==> config.mk <==
export PLATFORM = sky130hd
export DESIGN_NAME = wheel_speed_incremental_pid_core
export DESIGN_NICKNAME = d
export VERILOG_FILES = /design/src/design/wspid_pkg.sv /design/src/design/wspid_fifo.sv /design/src/design/wspid_front.sv /design/src/design/wspid_back.sv /design/src/design/wheel_speed_incremental_pid_core.sv
export VERILOG_INCLUDE_DIRS = /design/src /design/src/design
export SDC_FILE = /design/constraint.sdc
export NUM_CORES = 2
export LEC_CHECK = 0
export BUFFER_PORTS_ARGS = -buffer_cell sky130_fd_sc_hd__buf_2
export CORE_MARGIN = 3
export CORE_UTILIZATION = 60
export DETAILED_ROUTE_END_ITERATION = 12
export PLACE_DENSITY_LB_ADDON = 0.08
export SKIP_CTS_REPAIR_TIMING = 1
export SLEW_MARGIN = 20
export SYNTH_ARGS = -nofsm -noshare
export SYNTH_HDL_FRONTEND = slang
export SYNTH_SLANG_ARGS = --single-unit
==> constraint.sdc <==
create_clock -name aclk -period 10.25 [get_ports aclk]
set_input_delay 0.5125 -clock aclk [delete_from_list [all_inputs] [get_ports aclk]]
set_output_delay 0.5125 -clock aclk [all_outputs]
set_load 0.01 [all_outputs]
==> src/design/wheel_speed_incremental_pid_core_assert.svh <==
// ----------------------------------------------------------------------------
// Wheel speed PID core assertion macros
// Concurrent check macros, clocked on aclk and disabled while aresetn is low.
// ----------------------------------------------------------------------------
`ifndef WHEEL_SPEED_INCREMENTAL_PID_CORE_ASSERT_SVH
`define WHEEL_SPEED_INCREMENTAL_PID_CORE_ASSERT_SVH

// The condition holds at every clock edge outside reset.
`define WSPID_ASSERT_ALWAYS(label, cond) \
    label: assert property (@(posedge aclk) disable iff (!aresetn) (cond)) \
        else $error("wspid invariant check failed");

// The consequent holds in the same cycle as the antecedent.
`define WSPID_ASSERT_IMPL(label, ante, cons) \
    label: assert property (@(posedge aclk) disable iff (!aresetn) (ante) |-> (cons)) \
        else $error("wspid same-cycle check failed");

// The consequent holds in the cycle after the antecedent.
`define WSPID_ASSERT_NEXT(label, ante, cons) \
    label: assert property (@(posedge aclk) disable iff (!aresetn) (ante) |=> (cons)) \
        else $error("wspid next-cycle check failed");

`endif

==> src/design/wspid_pkg.sv <==
// ----------------------------------------------------------------------------
// Wheel speed PID package
// Widths, constants, register indexes and shared types of the speed loop.
// ----------------------------------------------------------------------------
package wspid_pkg;

    localparam int COUNT_WIDTH    = 16;
    localparam int GAIN_FRAC_BITS = 8;

    localparam int GAIN_W   = 16;
    localparam int SPEED_W  = 18;
    localparam int SMOOTH_W = 17;
    localparam int ERR_W    = 19;
    localparam int DE_W     = 20;
    localparam int D2E_W    = 21;
    localparam int PROD_W   = GAIN_W + 1 + D2E_W;
    localparam int SUM_W    = PROD_W + 2;
    localparam int DUTY_W   = 10;
    localparam int ACC_W    = DUTY_W + GAIN_FRAC_BITS;
    localparam int TGT_W    = 11;
    localparam int SLEW_W   = 11;

    localparam int COUNT_CAP = 2000;
    localparam int BASE_DUTY = 300;
    localparam int DUTY_CAP  = 950;

    localparam int FIFO_DEPTH = 2;
    localparam int FIFO_AW    = $clog2(FIFO_DEPTH);
    localparam int FIFO_CW    = $clog2(FIFO_DEPTH + 1);

    localparam int CFG_IDX_W  = 3;
    localparam int CFG_DATA_W = 16;

    localparam logic [CFG_IDX_W-1:0] REG_TARGET_SPEED    = 3'd0;
    localparam logic [CFG_IDX_W-1:0] REG_PROP_GAIN       = 3'd1;
    localparam logic [CFG_IDX_W-1:0] REG_INTEGRAL_GAIN   = 3'd2;
    localparam logic [CFG_IDX_W-1:0] REG_DERIVATIVE_GAIN = 3'd3;
    localparam logic [CFG_IDX_W-1:0] REG_DUTY_LIMIT      = 3'd4;
    localparam logic [CFG_IDX_W-1:0] REG_SLEW_STEP       = 3'd5;
    localparam logic [CFG_IDX_W-1:0] REG_LEFT_OFFSET     = 3'd6;
    localparam logic [CFG_IDX_W-1:0] REG_RIGHT_OFFSET    = 3'd7;

    typedef struct packed {
        logic [TGT_W-1:0]  target_speed;
        logic [GAIN_W-1:0] prop_gain;
        logic [GAIN_W-1:0] integral_gain;
        logic [GAIN_W-1:0] derivative_gain;
        logic [DUTY_W-1:0] duty_limit;
        logic [SLEW_W-1:0] slew_step;
        logic [DUTY_W-1:0] left_offset;
        logic [DUTY_W-1:0] right_offset;
    } cfg_t;

    typedef struct packed {
        logic signed [ERR_W-1:0] err;
        logic signed [DE_W-1:0]  de;
        logic signed [D2E_W-1:0] d2e;
        logic [SMOOTH_W-1:0]     speed;
    } fq_entry_t;

    typedef struct packed {
        logic               push;
        logic               pop;
        logic [FIFO_CW-1:0] count;
    } fifo_stat_t;

endpackage

==> src/design/wspid_fifo.sv <==
// ----------------------------------------------------------------------------
// Wheel speed PID queue
// Short queue that parts the error front end from the PID back end.
// ----------------------------------------------------------------------------
module wspid_fifo import wspid_pkg::*; (
    input  logic       aclk,
    input  logic       aresetn,
    input  logic       push_valid,
    output logic       push_ready,
    input  fq_entry_t  push_data,
    output logic       pop_valid,
    input  logic       pop_ready,
    output fq_entry_t  pop_data,
    output fifo_stat_t stat
);

    fq_entry_t          mem_reg [FIFO_DEPTH];
    logic [FIFO_AW-1:0] wr_ptr_reg;
    logic [FIFO_AW-1:0] rd_ptr_reg;
    logic [FIFO_CW-1:0] count_reg;
    logic [FIFO_AW-1:0] wr_ptr_next;
    logic [FIFO_AW-1:0] rd_ptr_next;
    logic               push;
    logic               pop;

    assign push_ready = (count_reg != FIFO_CW'(FIFO_DEPTH));
    assign pop_valid  = (count_reg != '0);
    assign pop_data   = mem_reg[rd_ptr_reg];
    assign push       = push_valid && push_ready;
    assign pop        = pop_valid && pop_ready;

    assign wr_ptr_next = (wr_ptr_reg == FIFO_AW'(FIFO_DEPTH - 1)) ? '0 : wr_ptr_reg + 1'b1;
    assign rd_ptr_next = (rd_ptr_reg == FIFO_AW'(FIFO_DEPTH - 1)) ? '0 : rd_ptr_reg + 1'b1;

    assign stat.push  = push;
    assign stat.pop   = pop;
    assign stat.count = count_reg;

    always_ff @(posedge aclk) begin
        if (!aresetn) begin
            wr_ptr_reg <= '0;
            rd_ptr_reg <= '0;
            count_reg  <= '0;
        end else begin
            if (push) begin
                wr_ptr_reg <= wr_ptr_next;
            end
            if (pop) begin
                rd_ptr_reg <= rd_ptr_next;
            end
            if (push && !pop) begin
                count_reg <= count_reg + 1'b1;
            end else if (pop && !push) begin
                count_reg <= count_reg - 1'b1;
            end
        end
    end

    always_ff @(posedge aclk) begin
        if (push) begin
            mem_reg[wr_ptr_reg] <= push_data;
        end
    end

endmodule

==> src/design/wspid_front.sv <==
// ----------------------------------------------------------------------------
// Wheel speed PID front end
// Caps and sums the encoder counts, slew limits the speed and forms the
// error and its first and second differences.
// ----------------------------------------------------------------------------
module wspid_front import wspid_pkg::*; (
    input  logic                          aclk,
    input  logic                          aresetn,
    input  cfg_t                          cfg,
    input  logic                          s_tvalid,
    output logic                          s_tready,
    input  logic signed [COUNT_WIDTH-1:0] left_pulses,
    input  logic signed [COUNT_WIDTH-1:0] right_pulses,
    output logic                          push_valid,
    input  logic                          push_ready,
    output fq_entry_t                     push_data
);

    localparam logic signed [SPEED_W-1:0] CAP_S = SPEED_W'(COUNT_CAP);

    logic                      s1_valid_reg;
    logic signed [SPEED_W-1:0] s1_speed_reg;
    logic signed [SPEED_W-1:0] filt_reg;
    logic                      s2_valid_reg;
    fq_entry_t                 s2_data_reg;
    logic signed [ERR_W-1:0]   err_last_reg;
    logic signed [ERR_W-1:0]   err_prev_reg;

    logic signed [SPEED_W-1:0] left_ext;
    logic signed [SPEED_W-1:0] right_ext;
    logic signed [SPEED_W-1:0] left_cap;
    logic signed [SPEED_W-1:0] right_cap;
    logic signed [SPEED_W-1:0] raw_speed;
    logic signed [SPEED_W:0]   diff;
    logic signed [SPEED_W:0]   step2;
    logic signed [SPEED_W-1:0] filt_next;
    logic signed [ERR_W-1:0]   err_next;
    fq_entry_t                 s2_data_next;
    logic                      s1_load;
    logic                      s2_load;
    logic                      s2_ready;

    assign s2_ready = !s2_valid_reg || push_ready;
    assign s_tready = !s1_valid_reg || s2_ready;
    assign s1_load  = s_tvalid && s_tready;
    assign s2_load  = s1_valid_reg && s2_ready;

    assign push_valid = s2_valid_reg;
    assign push_data  = s2_data_reg;

    always_comb begin
        left_ext  = {{(SPEED_W - COUNT_WIDTH){left_pulses[COUNT_WIDTH-1]}}, left_pulses};
        right_ext = {{(SPEED_W - COUNT_WIDTH){right_pulses[COUNT_WIDTH-1]}}, right_pulses};
        left_cap  = (left_ext > CAP_S) ? CAP_S : left_ext;
        right_cap = (right_ext > CAP_S) ? CAP_S : right_ext;
        raw_speed = left_cap + right_cap;
        diff      = {raw_speed[SPEED_W-1], raw_speed} - {filt_reg[SPEED_W-1], filt_reg};
        step2     = $signed({{(SPEED_W - SLEW_W){1'b0}}, cfg.slew_step, 1'b0});
        if (!diff[SPEED_W] && (diff > step2)) begin
            filt_next = filt_reg + step2[SPEED_W-1:0];
        end else if (diff[SPEED_W] && (diff < -step2)) begin
            filt_next = filt_reg - step2[SPEED_W-1:0];
        end else begin
            filt_next = raw_speed;
        end
    end

    always_comb begin
        err_next = $signed({{(ERR_W - TGT_W - 1){1'b0}}, cfg.target_speed, 1'b0})
                 - {{(ERR_W - SPEED_W){s1_speed_reg[SPEED_W-1]}}, s1_speed_reg};
        s2_data_next.err = err_next;
        s2_data_next.de  = {err_next[ERR_W-1], err_next}
                         - {err_last_reg[ERR_W-1], err_last_reg};
        s2_data_next.d2e = {{2{err_next[ERR_W-1]}}, err_next}
                         - {err_last_reg[ERR_W-1], err_last_reg, 1'b0}
                         + {{2{err_prev_reg[ERR_W-1]}}, err_prev_reg};
        s2_data_next.speed = s1_speed_reg[SMOOTH_W-1:0];
    end

    always_ff @(posedge aclk) begin
        if (!aresetn) begin
            s1_valid_reg <= 1'b0;
            s2_valid_reg <= 1'b0;
            filt_reg     <= '0;
            err_last_reg <= '0;
            err_prev_reg <= '0;
        end else begin
            if (s1_load) begin
                s1_valid_reg <= 1'b1;
                filt_reg     <= filt_next;
            end else if (s2_load) begin
                s1_valid_reg <= 1'b0;
            end
            if (s2_load) begin
                s2_valid_reg <= 1'b1;
                err_last_reg <= err_next;
                err_prev_reg <= err_last_reg;
            end else if (push_ready) begin
                s2_valid_reg <= 1'b0;
            end
        end
    end

    always_ff @(posedge aclk) begin
        if (s1_load) begin
            s1_speed_reg <= filt_next;
        end
        if (s2_load) begin
            s2_data_reg <= s2_data_next;
        end
    end

endmodule

==> src/design/wspid_back.sv <==
// ----------------------------------------------------------------------------
// Wheel speed PID back end
// Multiplies the error terms by the gains, accumulates the clamped duty and
// forms the two saturated wheel duties in the output register.
// ----------------------------------------------------------------------------
module wspid_back import wspid_pkg::*; (
    input  logic                aclk,
    input  logic                aresetn,
    input  cfg_t                cfg,
    input  logic                pop_valid,
    output logic                pop_ready,
    input  fq_entry_t           pop_data,
    output logic                m_tvalid,
    input  logic                m_tready,
    output logic [DUTY_W-1:0]   left_duty,
    output logic [DUTY_W-1:0]   right_duty,
    output logic [SMOOTH_W-1:0] smoothed_speed,
    output logic [DUTY_W-1:0]   speed_duty
);

    localparam int WD_W = DUTY_W + 2;

    logic                      m3_valid_reg;
    logic signed [PROD_W-1:0]  pp_reg;
    logic signed [PROD_W-1:0]  pi_reg;
    logic signed [PROD_W-1:0]  pd_reg;
    logic [SMOOTH_W-1:0]       m3_speed_reg;
    logic                      m4_valid_reg;
    logic [ACC_W-1:0]          acc_reg;
    logic [SMOOTH_W-1:0]       m4_speed_reg;
    logic                      m5_valid_reg;
    logic [DUTY_W-1:0]         ld_reg;
    logic [DUTY_W-1:0]         rd_reg;
    logic [SMOOTH_W-1:0]       m5_speed_reg;
    logic [DUTY_W-1:0]         m5_duty_reg;

    logic signed [D2E_W-1:0]   err_x;
    logic signed [D2E_W-1:0]   de_x;
    logic signed [PROD_W-1:0]  pp_next;
    logic signed [PROD_W-1:0]  pi_next;
    logic signed [PROD_W-1:0]  pd_next;
    logic signed [SUM_W-1:0]   delta;
    logic signed [SUM_W-1:0]   acc_sum;
    logic signed [SUM_W-1:0]   top;
    logic [ACC_W-1:0]          acc_next;
    logic [DUTY_W-1:0]         duty;
    logic [WD_W-1:0]           ld_sum;
    logic [WD_W-1:0]           rd_sum;
    logic [DUTY_W-1:0]         ld_next;
    logic [DUTY_W-1:0]         rd_next;
    logic                      s3_ready;
    logic                      s4_ready;
    logic                      s5_ready;
    logic                      l3;
    logic                      l4;
    logic                      l5;

    assign s5_ready  = !m5_valid_reg || m_tready;
    assign s4_ready  = !m4_valid_reg || s5_ready;
    assign s3_ready  = !m3_valid_reg || s4_ready;
    assign pop_ready = s3_ready;
    assign l3        = pop_valid && s3_ready;
    assign l4        = m3_valid_reg && s4_ready;
    assign l5        = m4_valid_reg && s5_ready;

    always_comb begin
        err_x   = {{(D2E_W - ERR_W){pop_data.err[ERR_W-1]}}, pop_data.err};
        de_x    = {{(D2E_W - DE_W){pop_data.de[DE_W-1]}}, pop_data.de};
        pp_next = $signed({1'b0, cfg.prop_gain}) * de_x;
        pi_next = $signed({1'b0, cfg.integral_gain}) * err_x;
        pd_next = $signed({1'b0, cfg.derivative_gain}) * pop_data.d2e;
    end

    always_comb begin
        delta   = SUM_W'(pp_reg) + SUM_W'(pi_reg) + SUM_W'(pd_reg);
        acc_sum = $signed({{(SUM_W - ACC_W){1'b0}}, acc_reg}) + (delta >>> 1);
        top     = $signed({{(SUM_W - ACC_W){1'b0}}, cfg.duty_limit, {GAIN_FRAC_BITS{1'b0}}});
        if (acc_sum > top) begin
            acc_next = top[ACC_W-1:0];
        end else if (acc_sum[SUM_W-1]) begin
            acc_next = '0;
        end else begin
            acc_next = acc_sum[ACC_W-1:0];
        end
    end

    always_comb begin
        duty    = acc_reg[ACC_W-1:GAIN_FRAC_BITS];
        ld_sum  = WD_W'(BASE_DUTY) + WD_W'(duty) + WD_W'(cfg.left_offset);
        rd_sum  = WD_W'(BASE_DUTY) + WD_W'(duty) + WD_W'(cfg.right_offset);
        ld_next = (ld_sum > WD_W'(DUTY_CAP)) ? DUTY_W'(DUTY_CAP) : ld_sum[DUTY_W-1:0];
        rd_next = (rd_sum > WD_W'(DUTY_CAP)) ? DUTY_W'(DUTY_CAP) : rd_sum[DUTY_W-1:0];
    end

    always_ff @(posedge aclk) begin
        if (!aresetn) begin
            m3_valid_reg <= 1'b0;
            m4_valid_reg <= 1'b0;
            m5_valid_reg <= 1'b0;
            acc_reg      <= '0;
        end else begin
            if (l3) begin
                m3_valid_reg <= 1'b1;
            end else if (s4_ready) begin
                m3_valid_reg <= 1'b0;
            end
            if (l4) begin
                m4_valid_reg <= 1'b1;
                acc_reg      <= acc_next;
            end else if (s5_ready) begin
                m4_valid_reg <= 1'b0;
            end
            if (l5) begin
                m5_valid_reg <= 1'b1;
            end else if (m_tready) begin
                m5_valid_reg <= 1'b0;
            end
        end
    end

    always_ff @(posedge aclk) begin
        if (l3) begin
            pp_reg       <= pp_next;
            pi_reg       <= pi_next;
            pd_reg       <= pd_next;
            m3_speed_reg <= pop_data.speed;
        end
        if (l4) begin
            m4_speed_reg <= m3_speed_reg;
        end
        if (l5) begin
            ld_reg       <= ld_next;
            rd_reg       <= rd_next;
            m5_speed_reg <= m4_speed_reg;
            m5_duty_reg  <= duty;
        end
    end

    assign m_tvalid       = m5_valid_reg;
    assign left_duty      = ld_reg;
    assign right_duty     = rd_reg;
    assign smoothed_speed = m5_speed_reg;
    assign speed_duty     = m5_duty_reg;

endmodule

==> src/design/wheel_speed_incremental_pid_core.sv <==
// Path: an accepted beat moves through s1, s2, the queue, m3, m4 and m5 to m_tvalid.
// Throughput: one beat per cycle unless m_tready stalls; each state recurrence
// (slew filter, error history, duty accumulator) closes within one register stage.
// Reset: aresetn low clears all loop state, empties the queue and restores the
// register defaults; no clearing pass follows.
// ----------------------------------------------------------------------------
// Wheel speed incremental PID core
// Turns two encoder counts per control tick into two motor PWM duties.
// ----------------------------------------------------------------------------
module wheel_speed_incremental_pid_core import wspid_pkg::*; (
    input  logic                  aclk,
    input  logic                  aresetn,
    input  logic                  cfg_we,
    input  logic [CFG_IDX_W-1:0]  cfg_index,
    input  logic [CFG_DATA_W-1:0] cfg_wdata,
    input  logic                  s_tvalid,
    output logic                  s_tready,
    // left_pulses [15:0], right_pulses [31:16]
    input  logic [31:0]           s_tdata,
    output logic                  m_tvalid,
    input  logic                  m_tready,
    // left_duty [9:0], right_duty [19:10], smoothed_speed [36:20],
    // speed_duty [46:37], zero [47]
    output logic [47:0]           m_tdata
);

    cfg_t                cfg_reg;
    logic                fq_push_valid;
    logic                fq_push_ready;
    fq_entry_t           fq_push_data;
    logic                fq_pop_valid;
    logic                fq_pop_ready;
    fq_entry_t           fq_pop_data;
    fifo_stat_t          fq_stat;
    logic [DUTY_W-1:0]   left_duty;
    logic [DUTY_W-1:0]   right_duty;
    logic [SMOOTH_W-1:0] smoothed_speed;
    logic [DUTY_W-1:0]   speed_duty;

    always_ff @(posedge aclk) begin
        if (!aresetn) begin
            cfg_reg.target_speed    <= TGT_W'(500);
            cfg_reg.prop_gain       <= GAIN_W'(12800);
            cfg_reg.integral_gain   <= '0;
            cfg_reg.derivative_gain <= '0;
            cfg_reg.duty_limit      <= DUTY_W'(1000);
            cfg_reg.slew_step       <= SLEW_W'(300);
            cfg_reg.left_offset     <= '0;
            cfg_reg.right_offset    <= '0;
        end else if (cfg_we) begin
            case (cfg_index)
                REG_TARGET_SPEED: begin
                    cfg_reg.target_speed <= cfg_wdata[TGT_W-1:0];
                end
                REG_PROP_GAIN: begin
                    cfg_reg.prop_gain <= cfg_wdata[GAIN_W-1:0];
                end
                REG_INTEGRAL_GAIN: begin
                    cfg_reg.integral_gain <= cfg_wdata[GAIN_W-1:0];
                end
                REG_DERIVATIVE_GAIN: begin
                    cfg_reg.derivative_gain <= cfg_wdata[GAIN_W-1:0];
                end
                REG_DUTY_LIMIT: begin
                    cfg_reg.duty_limit <= cfg_wdata[DUTY_W-1:0];
                end
                REG_SLEW_STEP: begin
                    cfg_reg.slew_step <= cfg_wdata[SLEW_W-1:0];
                end
                REG_LEFT_OFFSET: begin
                    cfg_reg.left_offset <= cfg_wdata[DUTY_W-1:0];
                end
                REG_RIGHT_OFFSET: begin
                    cfg_reg.right_offset <= cfg_wdata[DUTY_W-1:0];
                end
                default: begin
                end
            endcase
        end
    end

    wspid_front u_front (
        .aclk         (aclk),
        .aresetn      (aresetn),
        .cfg          (cfg_reg),
        .s_tvalid     (s_tvalid),
        .s_tready     (s_tready),
        .left_pulses  (s_tdata[15:0]),
        .right_pulses (s_tdata[31:16]),
        .push_valid   (fq_push_valid),
        .push_ready   (fq_push_ready),
        .push_data    (fq_push_data)
    );

    wspid_fifo u_fifo (
        .aclk       (aclk),
        .aresetn    (aresetn),
        .push_valid (fq_push_valid),
        .push_ready (fq_push_ready),
        .push_data  (fq_push_data),
        .pop_valid  (fq_pop_valid),
        .pop_ready  (fq_pop_ready),
        .pop_data   (fq_pop_data),
        .stat       (fq_stat)
    );

    wspid_back u_back (
        .aclk           (aclk),
        .aresetn        (aresetn),
        .cfg            (cfg_reg),
        .pop_valid      (fq_pop_valid),
        .pop_ready      (fq_pop_ready),
        .pop_data       (fq_pop_data),
        .m_tvalid       (m_tvalid),
        .m_tready       (m_tready),
        .left_duty      (left_duty),
        .right_duty     (right_duty),
        .smoothed_speed (smoothed_speed),
        .speed_duty     (speed_duty)
    );

    assign m_tdata = {1'b0, speed_duty, smoothed_speed, right_duty, left_duty};

`include "wheel_speed_incremental_pid_core_assert.svh"

    `WSPID_ASSERT_ALWAYS(a_fifo_bound, fq_stat.count <= FIFO_CW'(FIFO_DEPTH))
    `WSPID_ASSERT_IMPL(a_duty_range, m_tvalid, (left_duty >= DUTY_W'(BASE_DUTY)) && (left_duty <= DUTY_W'(DUTY_CAP)) && (right_duty >= DUTY_W'(BASE_DUTY)) && (right_duty <= DUTY_W'(DUTY_CAP)))
    `WSPID_ASSERT_IMPL(a_duty_floor, m_tvalid, (left_duty == DUTY_W'(DUTY_CAP)) || ((DUTY_W + 1)'(left_duty) >= (DUTY_W + 1)'(speed_duty) + (DUTY_W + 1)'(BASE_DUTY)))
    `WSPID_ASSERT_NEXT(a_fifo_fill, fq_stat.push && !fq_stat.pop, fq_stat.count == $past(fq_stat.count) + FIFO_CW'(1))

endmodule

==> flow_metrics.tcl <==
set metrics [dict create \
    synth_edf_count 438 \
    dp.cells 8441 \
    via_count 49413 \
    worstMarginPinSlew_ns 1.145 \
    syn_inst 7032 \
    maxSlewViolCount 0 \
    drv_cap 0 \
    dp_hpwl_um 142500 \
    synth_top_area_share 0.3003 \
    dieArea_um2 118400 \
    stdcell_count 8573 \
    maxSlewHeadroom 0.2358 \
    grt_pass1_vias 51380 \
    cts_buffers 69 \
    gr-usage-all-layers 0.3196 \
    outcome "complete, no violations" \
    ir_worst_vdd_mv 0.3422 \
    synth_flop_cell "edfxtp_1" \
    synth_xor_area_frac 0.03165 \
    overflow 0 \
    regArea_um2 16840 \
    setup.worst_path.class "flip-flop to flip-flop" \
    start_util 0.6073 \
    clk_pin_slew_ns 0.07 \
    netlist_area_um2 68600 \
    hold_violations 0 \
    required_ns 10.65 \
    insertion_delay_ns 0.68 \
    finalSetupTns_ns 0 \
    ant_nets 0 \
    grt_antenna_before_repair 11 \
    synth_seq_cells 622 \
    firstDrtPassIters 5 \
    fillers 9247 \
    grt_max_degree 69 \
    syn_nets 8616 \
    fp-row-count 123 \
    async_reset_ff_frac 0 \
    die_w_um 344.1 \
    hp-class "input port to flip-flop" \
    rsz0062_at_grt "no" \
    viasPerCell 5.764 \
    synth_fa_ha_area_frac 0.3916 \
    finalSetupViolations 0 \
    gp_congestion 0.9309 \
    synth_top_family_by_area "adder cells" \
    coreArea_um2 113000 \
    synth_simple_gate_area_frac 0.1454 \
    design_area_um2 73100 \
    clock_path_buffers 3 \
    avgSynthCellArea_um2 9.755 \
    seq_area_frac_synth 0.2454 \
    final_core_util 0.6471 \
    multiInputGateArea_um2 45970 \
    ys_types 105 \
    critPathCaptureType "flip-flop" \
    synth_area_leader_cell "fa_1" \
    synthMuxAreaShare 0.01408 \
    drc_errors 0 \
    largest_register_ffs 152 \
    crit_fanout 45 \
    synthTopCellsByArea "fa_1 (30%), edfxtp_1 (19%), ha_1 (9.1%)" \
    post-route-period-util 0.8052 \
    cts_tree "yes" \
    io_buffers 104 \
    drt_wl_total_um 182800 \
    routedWlPerCell_um 21.33 \
    yosys_warnings 0 \
    ioPinCount 106 \
    power_density_nw_per_um2 315.0 \
    dpl_cell_area_um2 70480 \
    clock-sinks 622 \
    final.min_clock_period_ns 8.254 \
    root_buffer "clkbuf_16" \
    h-tree-depth 3 \
    nNetsFinal 8596 \
    max_freq_ghz 0.1212 \
    drtIter0Drc 3816 \
    synth_compound_area_frac 0.08673 \
    drive_above_1_share 0.05941 \
    clock_skew_ns 0.04350 \
    grt_pass1_wl_um 290900 \
    p_leak_uw 0.03194 \
    syn_to_final_growth_pct 6.564 \
    crit_arrival_ns 8.66 \
    cp-start-kind "flip-flop" \
    die_h_um 344.1 \
]
==> final cells by class <==
class                      instances  share of cell area
inverter                        1304             0.06709
timing repair buffer             154             0.01226
clock inverter                    47             0.01008
antenna                            4           0.0001369
tap                             1500             0.02567
clock buffer                      81             0.02550
multi-input combinational       4861              0.6289
sequential                       622              0.2304
==> stage by stage <==
stage	setup slack [ns]	total power, uW	hold slack, ns
after floorplan	2.571	15500	0.4003
after global placement	2.231	19720	0.4021
after detailed placement	1.960	19950	0.4065
after CTS	2.084	22900	0.1006
after global routing	1.438	24960	0.1168
final	1.996	23030	0.1296
==> logic make-up after synthesis <==
logic type | count (synthesis)
AOI/OAI and AO/OA | 922
xor gates and xnor gates | 247
adders and majority gates | 1530
buffers and inverters | 1549
DFF | 622
muxes | 87
other | 1
and+or+nand+nor | 2074
==> Yosys cell counts (all sizes together), types with 9 or more instances <==
cell,n
o31ai,20
nor4,15
a31oi,25
o211ai,38
a21boi,24
nand2,953
or3,38
edfxtp,438
a21oi,334
a2111oi,13
clkbuf,235
and2,426
fa,1029
o21ai,152
nand2b,50
o22ai,10
nand4,36
buf,10
nand3b,11
inv,1302
dfxtp,184
mux2,76
o2111ai,11
o21bai,32
a32oi,10
a211oi,30
ha,499
a211o,9
a21o,69
or2,21
nand3,97
and3,35
xor2,54
xnor2,193
nor3,80
o21a,55
mux2i,11
nor2b,75
nor2,213
a31o,12
==> placed cells by master, fill, tap and decap left out, types with 21 or more instances in the layout <==
master	n
or2_2	21
xor2_1	54
o21ai_0	140
ha_1	499
nand2b_1	50
buf_2	104
nor3_1	77
a21oi_1	332
or3_1	37
nand3_1	96
edfxtp_1	438
clkbuf_16	71
dfxtp_1	183
buf_4	50
nand4_1	36
xnor2_1	192
a211oi_1	28
nand2_1	952
a21boi_0	23
o211ai_1	38
and2_1	425
o21bai_1	32
o21a_1	55
a21o_1	69
nor2b_1	74
fa_1	1029
and3_1	33
a31oi_1	25
mux2_2	75
inv_1	1299
nor2_1	209
==> power breakdown <==
part | total [uW] | switching (uW) | internal, uW | leakage [uW]
Combinational | 15900 | 9810 | 6060 | 0.0251
Clock | 2820 | 1150 | 1670 | 0.00124
Sequential | 4340 | 519 | 3820 | 0.00560
Total | 23000 | 11500 | 11600 | 0.0319
==> metal layers <==
layer,vias up,track usage,share of wire
li1,22405,-,-
met1,24958,0.4456,0.43
met2,1727,0.5138,0.46
met3,319,0.06075,0.080
met4,4,0.09287,0.030
met5,-,0,0.00014
==> worst paths after layout <==
path                                    start                            endpoint  slack (ns)  cells past startpoint
max                                 flip-flop         u_back.pp_reg[35]$_DFFE_PP_        2.00                     24
min                                  s_tvalid   u_front.s1_valid_reg$_SDFFE_PN0P_        0.13                      3
max reg2reg                         flip-flop         u_back.pp_reg[35]$_DFFE_PP_        2.00                     24
min reg2reg  u_back.m4_speed_reg[7]$_DFFE_PP_  u_back.smoothed_speed[7]$_DFFE_PP_        0.42                      0
==> critical path, stage by stage (launching register included) <==
cell and delay, ns:
dfxtp_4 0.80, mux2_2 0.58, nand2_1 0.15, fa_1 0.59
inv_1 0.05, fa_1 0.47, fa_1 0.49, fa_1 0.49
inv_1 0.05, fa_1 0.53, inv_1 0.05, fa_1 0.47
ha_1 0.35, and3_1 0.29, o2111ai_1 0.13, o21ai_0 0.45
o21ai_0 0.29, a2111oi_0 0.44, o21a_1 0.17, o21ai_0 0.13
a211oi_1 0.35, nor2_1 0.07, o21ai_0 0.26, a211oi_1 0.14
xnor2_1 0.14
(Power assumes the default switching activity.)
